### src/hdl/dq_pkg.sv
// Shared definitions for the double-ended queue: action and status codes,
// default sizes, and the command/status structs between controller and datapath.
// No dependencies.
package dq_pkg;

	// Default sizes
	localparam int DQ_DEPTH      = 16;
	localparam int DQ_DATA_WIDTH = 32;

	// Port field widths
	localparam int ACTION_W = 3;
	localparam int VALUE_W  = 32;
	localparam int COUNT_W  = 5;
	localparam int STATUS_W = 2;

	// Action codes
	localparam logic [ACTION_W-1:0] ACT_NONE       = 3'd0;
	localparam logic [ACTION_W-1:0] ACT_PUSH_FRONT = 3'd1;
	localparam logic [ACTION_W-1:0] ACT_PUSH_BACK  = 3'd2;
	localparam logic [ACTION_W-1:0] ACT_POP_FRONT  = 3'd3;
	localparam logic [ACTION_W-1:0] ACT_POP_BACK   = 3'd4;
	localparam logic [ACTION_W-1:0] ACT_CLEAR      = 3'd5;
	localparam logic [ACTION_W-1:0] ACT_REVERSE    = 3'd6;

	// Result status codes
	localparam logic [STATUS_W-1:0] ST_OK        = 2'd0;
	localparam logic [STATUS_W-1:0] ST_POP_EMPTY = 2'd1;
	localparam logic [STATUS_W-1:0] ST_PUSH_FULL = 2'd2;

	// Front/back value reported for an empty queue
	localparam logic [VALUE_W-1:0] EMPTY_VALUE = '1;

	// Controller to datapath
	typedef struct packed {
		logic                put_low;     // add at low end of the run
		logic                put_high;    // add at high end of the run
		logic                take_low;    // drop low end
		logic                take_high;   // drop high end
		logic                clear;
		logic                flip;        // toggle direction flag
		logic                issue_read;  // read both ends into the result regs
		logic                load_status; // item accepted: capture its status
		logic [STATUS_W-1:0] status;      // status code of the accepted item
	} dq_cmd_t;

	// Datapath to controller
	typedef struct packed {
		logic full;
		logic empty;
		logic reversed;
	} dq_stat_t;

endpackage

### src/hdl/dq_ctrl.sv
// Controller for the double-ended queue: handshake sequencing and action decode.
// Depends on dq_pkg.
module dq_ctrl
	import dq_pkg::*;
(
	input  logic                clk,
	input  logic                arst_n,
	input  logic                in_valid,
	output logic                in_stall,
	input  logic [ACTION_W-1:0] action,
	output logic                out_valid,
	input  logic                out_stall,
	input  dq_stat_t            stat,
	output dq_cmd_t             cmd
);

	localparam logic [1:0] S_IDLE = 2'd0;
	localparam logic [1:0] S_READ = 2'd1;
	localparam logic [1:0] S_SHOW = 2'd2;

	logic [1:0] state_q;
	logic       accept;

	assign in_stall  = (state_q != S_IDLE);
	assign out_valid = (state_q == S_SHOW);
	assign accept    = in_valid && !in_stall;

	// State sequencing: apply, read ends, hold result until taken
	always_ff @(posedge clk or negedge arst_n) begin
		if (!arst_n) begin
			state_q <= S_IDLE;
		end else begin
			case (state_q)
				S_IDLE: begin
					if (accept) state_q <= S_READ;
				end
				S_READ: begin
					state_q <= S_SHOW;
				end
				S_SHOW: begin
					if (!out_stall) state_q <= S_IDLE;
				end
				default: begin
					state_q <= S_IDLE;
				end
			endcase
		end
	end

	// Action decode; front is the low end unless reversed
	always_comb begin
		cmd             = '0;
		cmd.status      = ST_OK;
		cmd.issue_read  = (state_q == S_READ);
		cmd.load_status = accept;
		if (accept) begin
			if (action inside {ACT_PUSH_FRONT, ACT_PUSH_BACK}) begin
				if (stat.full) begin
					cmd.status = ST_PUSH_FULL;
				end else if ((action == ACT_PUSH_FRONT) != stat.reversed) begin
					cmd.put_low = 1'b1;
				end else begin
					cmd.put_high = 1'b1;
				end
			end else if (action inside {ACT_POP_FRONT, ACT_POP_BACK}) begin
				if (stat.empty) begin
					cmd.status = ST_POP_EMPTY;
				end else if ((action == ACT_POP_FRONT) != stat.reversed) begin
					cmd.take_low = 1'b1;
				end else begin
					cmd.take_high = 1'b1;
				end
			end else if (action == ACT_CLEAR) begin
				cmd.clear = 1'b1;
			end else if (action == ACT_REVERSE) begin
				cmd.flip = 1'b1;
			end
		end
	end

endmodule

### src/hdl/dq_datapath.sv
// Datapath for the double-ended queue: ring pointers, slot memory, result regs.
// Depends on dq_pkg; driven by dq_ctrl commands.
module dq_datapath
	import dq_pkg::*;
#(
	parameter int DEPTH      = DQ_DEPTH,
	parameter int DATA_WIDTH = DQ_DATA_WIDTH
) (
	input  logic                       clk,
	input  logic                       arst_n,
	input  dq_cmd_t                    cmd,
	output dq_stat_t                   stat,
	input  logic signed [VALUE_W-1:0]  value,
	output logic signed [VALUE_W-1:0]  front_value,
	output logic signed [VALUE_W-1:0]  back_value,
	output logic        [COUNT_W-1:0]  count,
	output logic                       is_empty,
	output logic        [STATUS_W-1:0] status
);

	localparam int PTR_W = (DEPTH > 1) ? $clog2(DEPTH) : 1;
	localparam int CNT_W = $clog2(DEPTH + 1);
	localparam int SUM_W = PTR_W + 1;
	localparam logic [PTR_W-1:0] LAST_IDX  = PTR_W'(DEPTH - 1);
	localparam logic [CNT_W-1:0] FULL_CNT  = CNT_W'(DEPTH);
	localparam logic [SUM_W-1:0] DEPTH_SUM = SUM_W'(DEPTH);

	logic [DATA_WIDTH-1:0]        mem [DEPTH];
	logic [PTR_W-1:0]             head_q;
	logic [CNT_W-1:0]             count_q;
	logic                         rev_q;
	logic [STATUS_W-1:0]          status_q;
	logic signed [DATA_WIDTH-1:0] rd_lo_q;
	logic signed [DATA_WIDTH-1:0] rd_hi_q;

	logic [PTR_W-1:0]      head_dec;
	logic [PTR_W-1:0]      head_inc;
	logic [PTR_W-1:0]      tail_idx;
	logic [PTR_W-1:0]      last_idx;
	logic [PTR_W-1:0]      wr_addr;
	logic                  wr_en;
	logic [63:0]           value_ext;
	logic [DATA_WIDTH-1:0] wr_data;
	logic [63:0]           lo_ext;
	logic [63:0]           hi_ext;
	logic [VALUE_W-1:0]    lo_rep;
	logic [VALUE_W-1:0]    hi_rep;

	// Ring add; both operands below DEPTH so one conditional subtract suffices
	function automatic logic [PTR_W-1:0] ring_add(input logic [PTR_W-1:0] a,
		input logic [PTR_W-1:0] b);
		logic [SUM_W-1:0] sum;
		sum = {1'b0, a} + {1'b0, b};
		if (sum >= DEPTH_SUM) sum = sum - DEPTH_SUM;
		return sum[PTR_W-1:0];
	endfunction

	// Index arithmetic
	assign head_dec = (head_q == '0) ? LAST_IDX : head_q - 1'b1;
	assign head_inc = (head_q == LAST_IDX) ? '0 : head_q + 1'b1;
	assign tail_idx = ring_add(head_q, count_q[PTR_W-1:0]);
	assign last_idx = ring_add(head_q, PTR_W'(count_q - 1'b1));

	assign stat.full     = (count_q == FULL_CNT);
	assign stat.empty    = (count_q == '0);
	assign stat.reversed = rev_q;

	// Slot write
	assign value_ext = 64'(value);
	assign wr_data   = value_ext[DATA_WIDTH-1:0];
	assign wr_en     = cmd.put_low || cmd.put_high;
	assign wr_addr   = cmd.put_low ? head_dec : tail_idx;

	always_ff @(posedge clk) begin
		if (wr_en) mem[wr_addr] <= wr_data;
	end

	// Registered reads of both ends of the run
	always_ff @(posedge clk) begin
		if (cmd.issue_read) begin
			rd_lo_q <= mem[head_q];
			rd_hi_q <= mem[last_idx];
		end
	end

	// Pointer, count and flag update
	always_ff @(posedge clk or negedge arst_n) begin
		if (!arst_n) begin
			head_q  <= '0;
			count_q <= '0;
			rev_q   <= 1'b0;
		end else if (cmd.clear) begin
			head_q  <= '0;
			count_q <= '0;
			rev_q   <= 1'b0;
		end else begin
			if (cmd.put_low)  head_q <= head_dec;
			if (cmd.take_low) head_q <= head_inc;
			if (cmd.put_low || cmd.put_high) count_q <= count_q + 1'b1;
			if (cmd.take_low || cmd.take_high) count_q <= count_q - 1'b1;
			if (cmd.flip) rev_q <= ~rev_q;
		end
	end

	// Status of the accepted item, held until the next one
	always_ff @(posedge clk or negedge arst_n) begin
		if (!arst_n) begin
			status_q <= ST_OK;
		end else if (cmd.load_status) begin
			status_q <= cmd.status;
		end
	end

	// Result fields, sign-extended from the stored width
	assign lo_ext = 64'(rd_lo_q);
	assign hi_ext = 64'(rd_hi_q);
	assign lo_rep = lo_ext[VALUE_W-1:0];
	assign hi_rep = hi_ext[VALUE_W-1:0];

	assign is_empty    = (count_q == '0);
	assign front_value = is_empty ? EMPTY_VALUE : (rev_q ? hi_rep : lo_rep);
	assign back_value  = is_empty ? EMPTY_VALUE : (rev_q ? lo_rep : hi_rep);
	assign count       = COUNT_W'(count_q);
	assign status      = status_q;

	// Checks
	a_count_bound: assert property (@(posedge clk) disable iff (!arst_n)
		count_q <= FULL_CNT)
		else $error("stored count beyond depth");

	a_one_update: assert property (@(posedge clk) disable iff (!arst_n)
		$onehot0({cmd.put_low, cmd.put_high, cmd.take_low, cmd.take_high,
			cmd.clear, cmd.flip}))
		else $error("more than one queue update in a cycle");

	a_push_counts: assert property (@(posedge clk) disable iff (!arst_n)
		(cmd.put_low || cmd.put_high) |=> (count_q == $past(count_q) + 1'b1))
		else $error("push did not grow the count");

	a_clear_resets: assert property (@(posedge clk) disable iff (!arst_n)
		cmd.clear |=> (count_q == '0 && head_q == '0 && !rev_q))
		else $error("clear left state behind");

endmodule

### src/hdl/double_ended_queue.sv
// Bounded double-ended queue of signed values in a ring of DEPTH slots.
// Each item carries one action (none, push front/back, pop front/back, clear,
// reverse) and produces exactly one result with the front and back values,
// count, empty flag and status. The accept edge updates head, count and direction
// flag and writes at most one slot; the S_READ state then reads both ends of the
// run from the single slot memory into registers; S_SHOW presents the result,
// which holds until taken. The next item is accepted in the cycle after the
// result is taken, so items do not overlap. Reverse only flips a direction flag.
// Slots hold DATA_WIDTH bits and are sign-extended to 32 bits when reported.
// Depends on dq_pkg, dq_ctrl and dq_datapath.
module double_ended_queue
	import dq_pkg::*;
#(
	parameter int DEPTH      = DQ_DEPTH,
	parameter int DATA_WIDTH = DQ_DATA_WIDTH
) (
	input  logic                       clk,
	input  logic                       arst_n,
	input  logic                       in_valid,
	output logic                       in_stall,
	input  logic        [ACTION_W-1:0] action,
	input  logic signed [VALUE_W-1:0]  value,
	output logic                       out_valid,
	input  logic                       out_stall,
	output logic signed [VALUE_W-1:0]  front_value,
	output logic signed [VALUE_W-1:0]  back_value,
	output logic        [COUNT_W-1:0]  count,
	output logic                       is_empty,
	output logic        [STATUS_W-1:0] status
);

	dq_cmd_t  cmd;
	dq_stat_t stat;

	dq_ctrl u_ctrl (
		.clk       (clk),
		.arst_n    (arst_n),
		.in_valid  (in_valid),
		.in_stall  (in_stall),
		.action    (action),
		.out_valid (out_valid),
		.out_stall (out_stall),
		.stat      (stat),
		.cmd       (cmd)
	);

	dq_datapath #(
		.DEPTH      (DEPTH),
		.DATA_WIDTH (DATA_WIDTH)
	) u_datapath (
		.clk         (clk),
		.arst_n      (arst_n),
		.cmd         (cmd),
		.stat        (stat),
		.value       (value),
		.front_value (front_value),
		.back_value  (back_value),
		.count       (count),
		.is_empty    (is_empty),
		.status      (status)
	);

endmodule

### config.mk
export PLATFORM = sky130hd
export DESIGN_NAME = double_ended_queue
export DESIGN_NICKNAME = d
export VERILOG_FILES = /design/src/hdl/dq_pkg.sv /design/src/hdl/dq_ctrl.sv /design/src/hdl/dq_datapath.sv /design/src/hdl/double_ended_queue.sv
export SDC_FILE = /design/constraint.sdc
export NUM_CORES = 1
export LEC_CHECK = 0
export ABC_AREA = 0
export BUFFER_PORTS_ARGS = -buffer_cell sky130_fd_sc_hd__buf_2
export CAP_MARGIN = 15
export CORE_MARGIN = 5
export CORE_UTILIZATION = 55
export CTS_CLUSTER_SIZE = 8
export DETAILED_ROUTE_END_ITERATION = 7
export GPL_TIMING_DRIVEN = 0
export PLACE_DENSITY = 0.74
export SYNTH_ARGS = -nofsm -noshare
export SYNTH_HDL_FRONTEND = slang
export SYNTH_SLANG_ARGS = --single-unit
export TNS_END_PERCENT = 20
### constraint.sdc
create_clock -name clk -period 8.6 [get_ports clk]
set_input_delay 2.58 -clock clk [delete_from_list [all_inputs] [get_ports clk]]
set_output_delay 2.58 -clock clk [all_outputs]
set_load 0.02 [all_outputs]
==> flow_summary.yaml <==
final_layout:
  drive_gt1_share_pct: 29.2
  layout.nets: 1902
  n_fill_cell: 3394
  syn_to_final_growth_pct: 16.2
worst_setup_path:
  slowest_stage: "clkbuf_1"
  cp_max_fo: 10
  cpMostUsedCell: "clkbuf_1"
  r2r-end: "u_datapath.hi_rep[30]"
  cp_cell_sequence: "inv_1 -> ha_1 -> or4b_1 -> clkbuf_1 -> clkbuf_1 -> buf_1 -> nand2_1 -> buf_2"
  critPathKind: "reg -> out"
  rr_worst_depth: 10
  arrival_ns: 3.78
  cpPeakStageDelay_ns: 0.74
  crit_path_start_kind: "flop"
  end_kind: "output pin"
  rr_startpoint: "u_datapath.head_q[1]"
  required_ns: 6.02
  r2r_setup_slack_ns: 3.09
clock_tree:
  tritoncts: "built"
  cts_buffer_depth: 3
  root_buffer: "clkbuf_16"
  clk_pin_slew_ns: 0.05
  cts_made_buffers: 83
  cts_setup_buffers: 0
  clock_latency_ns: 0.61
  cts_resized: 0
  hold_buffers: 0
  cts_num_sinks: 590
  htree_levels: 3
synth:
  synth_nets: 1631
  syn_area_per_cell_um2: 17.5
  netlist_area_mm2: 0.0277
  ys_async_sr_fraction_pct: 2.37
  synth.ff_latch_count: 590
  ys_warn_count: 0
  synthCells: 1579
  yosysSeqAreaShare_pct: 63.8
  synth_top_flop_cell: "edfxtp_1"
  ys_types: 56
  synth_edf_count: 576
placed_design:
  place_congestion: 0.861
  post-place-ws_ns: 2.45
  io_buffers: 111
  post-dp-hpwl_um: 55000
sta:
  rsz0062_at_grt: "no"
  setup_viol: 0
  fmax_mhz: 157
  period_share_pct: 73.9
  fin_skew_ns: 0.0220
  finalWorstSetupSlack_ns: 2.24
  min_period_ns: 6.36
  relSlewSlack_pct: 17.8
  finalMaxSlewViolations: 0
  hold_viol: 0
  tightest_slew_ns: 1.23
  tns_ns: 0
global_route:
  grt.total_usage_pct: 29.3
  grt-ovfl-total: 0
  grt_pass1_vias: 17700
  antenna_found_initial: 3
  grt_first_pass_wirelength_um: 117000
  grt_max_degree: 32
floorplan:
  dieWidth_um: 234
  dieHeight_um: 234
  initial_core_util_pct: 55.4
  fp-row-count: 82
  design.portCount: 113
  dieArea_mm2: 0.0549
  core-area_mm2: 0.0500
route:
  avgViaCountPerCell: 6.94
  wirelength_um: 80200
  ant_nets: 0
  drc: 0
  firstDrtPassIters: 6
  drt-initial-drc-count: 2315
  vias: 17600
  wl_per_cell_um: 31.7
worst_hold_path:
  hp-class: "reg -> reg"
  holdPathStages: 2
  hold_path_end: "u_datapath.status[0]"
  worstHoldStart: "u_datapath.status[0]"
outcome:
  status: "finished, final reports clean"
job:
  cap_violations: 0
==> cell usage after synthesis (2+ instances only) <==
library cell,instances,area share (%)
edfxtp_1,576,63
mux4_2,223,18
mux2i_1,170,6.2
nand2_1,144,2.0
clkbuf_1,72,0.98
o21ai_0,70,1.3
a31oi_1,35,0.79
a221oi_1,34,1.1
and2_1,34,0.77
a211oi_1,33,0.90
buf_1,25,0.34
buf_2,21,0.38
dfrtp_1,14,1.3
inv_1,13,0.18
nor3_1,13,0.24
ha_1,11,0.50
nor2_1,10,0.14
xnor2_1,8,0.25
a21oi_1,6,0.11
xor2_1,6,0.19
nand3_1,5,0.090
nor4_1,5,0.11
mux2_2,4,0.16
a21o_1,3,0.081
nor2b_1,3,0.068
nor4bb_1,3,0.11
o211ai_1,3,0.081
a22oi_1,2,0.054
fa_1,2,0.14
nand2b_1,2,0.045
nor3b_1,2,0.054
o22ai_1,2,0.045
or4b_1,2,0.072
==> cell usage in the layout, fill, tap and decap left out, drive strengths merged, types with 2 or more instances in the layout <==
cell / netlist / routed
nor3: 13 / 13
buf: 48 / 234
a31oi: 35 / 35
nand2: 144 / 144
a22oi: 2 / 2
and2: 34 / 34
clkbuf: 72 / 165
mux2i: 170 / 170
o22ai: 2 / 2
nand2b: 2 / 2
nor4bb: 3 / 3
nor3b: 2 / 2
o211ai: 3 / 3
mux2: 4 / 4
xor2: 6 / 6
o21ai: 70 / 70
dfrtp: 14 / 14
mux4: 223 / 223
nor2: 11 / 11
or4b: 2 / 2
edfxtp: 576 / 576
nor2b: 3 / 3
inv: 13 / 13
a21o: 3 / 3
ha: 11 / 11
a211oi: 33 / 33
a221oi: 34 / 34
a21oi: 6 / 6
clkinv: 1 / 2
nand3: 5 / 5
diode: 0 / 2
nor4: 5 / 5
fa: 2 / 2
xnor2: 8 / 8
==> worst max-delay path by stage <==
stage,from,end,cells past startpoint
floorplan,in_valid,u_datapath.mem[4][0],7
global placement,in_valid,u_datapath.mem[4][12],8
detailed placement,in_valid,u_datapath.mem[6][12],11
CTS,u_datapath.count[1],front_value[12],8
global route,u_datapath.count[1],front_value[12],8
finish,u_datapath.count[1],front_value[12],8
==> logic make-up after synthesis <==
family / Yosys count / share of synthesized area, %
DFF: 590 / 63.8
xor gates and xnor gates: 14 / 0.443
buffers and inverters: 134 / 1.98
and+or+nand+nor: 232 / 3.94
adders and majority gates: 13 / 0.642
muxes: 397 / 24.5
AOI/OAI and AO/OA: 199 / 4.74
==> flip-flops by register name (all words and copies together) (netlist names) <==
signal and flops:
u_datapath.rev_q 1, u_datapath.status 2, u_datapath.lo_rep 32, u_ctrl.state_q 2, u_datapath.head_q 4, u_datapath.count 5
u_datapath.mem 512, u_datapath.hi_rep 32
==> critical path, delay by kind of cell (launching register included) <==
kind | cells | cell delay [ns]
buffers and inverters | 5 | 2.04
DFF | 1 | 0.50
and+or+nand+nor | 2 | 0.42
adders and majority gates | 1 | 0.21
==> per-stage QoR <==
step | cell area (µm²) | utilization (%) | hold slack (ns) | cells
after CTS | 32100 | 64.2 | 0.478 | 2527
after global routing | 32100 | 64.3 | 0.496 | 2532
after floorplan | 27700 | - | 0.583 | 1579
after global placement | 29100 | 58.2 | 0.458 | 2362
final | 32100 | 64.3 | 0.477 | 2533
after detailed placement | 29900 | 59.8 | 0.468 | 2433
==> routing by layer <==
metal,up-vias,global-route usage (%),wire [µm],part of all wire [%]
met3,209,6.41,9080,11
met5,-,0,15,0.019
met4,2,11.2,3080,3.8
met1,8966,39.7,29100,36
met2,1350,47.3,38900,48
li1,7055,-,-,-
==> area by class of cell <==
| type | instances | area [µm²] | share of cell area [%] |
|---|---|---|---|
| Antenna cell | 2 | 5.00 | 0.0156 |
| Buffer | 120 | 495 | 1.54 |
| Clock buffer | 93 | 2180 | 6.78 |
| Clock inverter | 1 | 16.3 | 0.0506 |
| Inverter | 14 | 52.6 | 0.163 |
| Multi-Input combinational cell | 855 | 9560 | 29.8 |
| Sequential cell | 590 | 17600 | 54.9 |
| Tap cell | 672 | 841 | 2.62 |
| Timing Repair Buffer | 186 | 1340 | 4.18 |
Power is not shown: default switching activity piles up to over one toggle a cycle in this logic, so the estimate is an artifact.
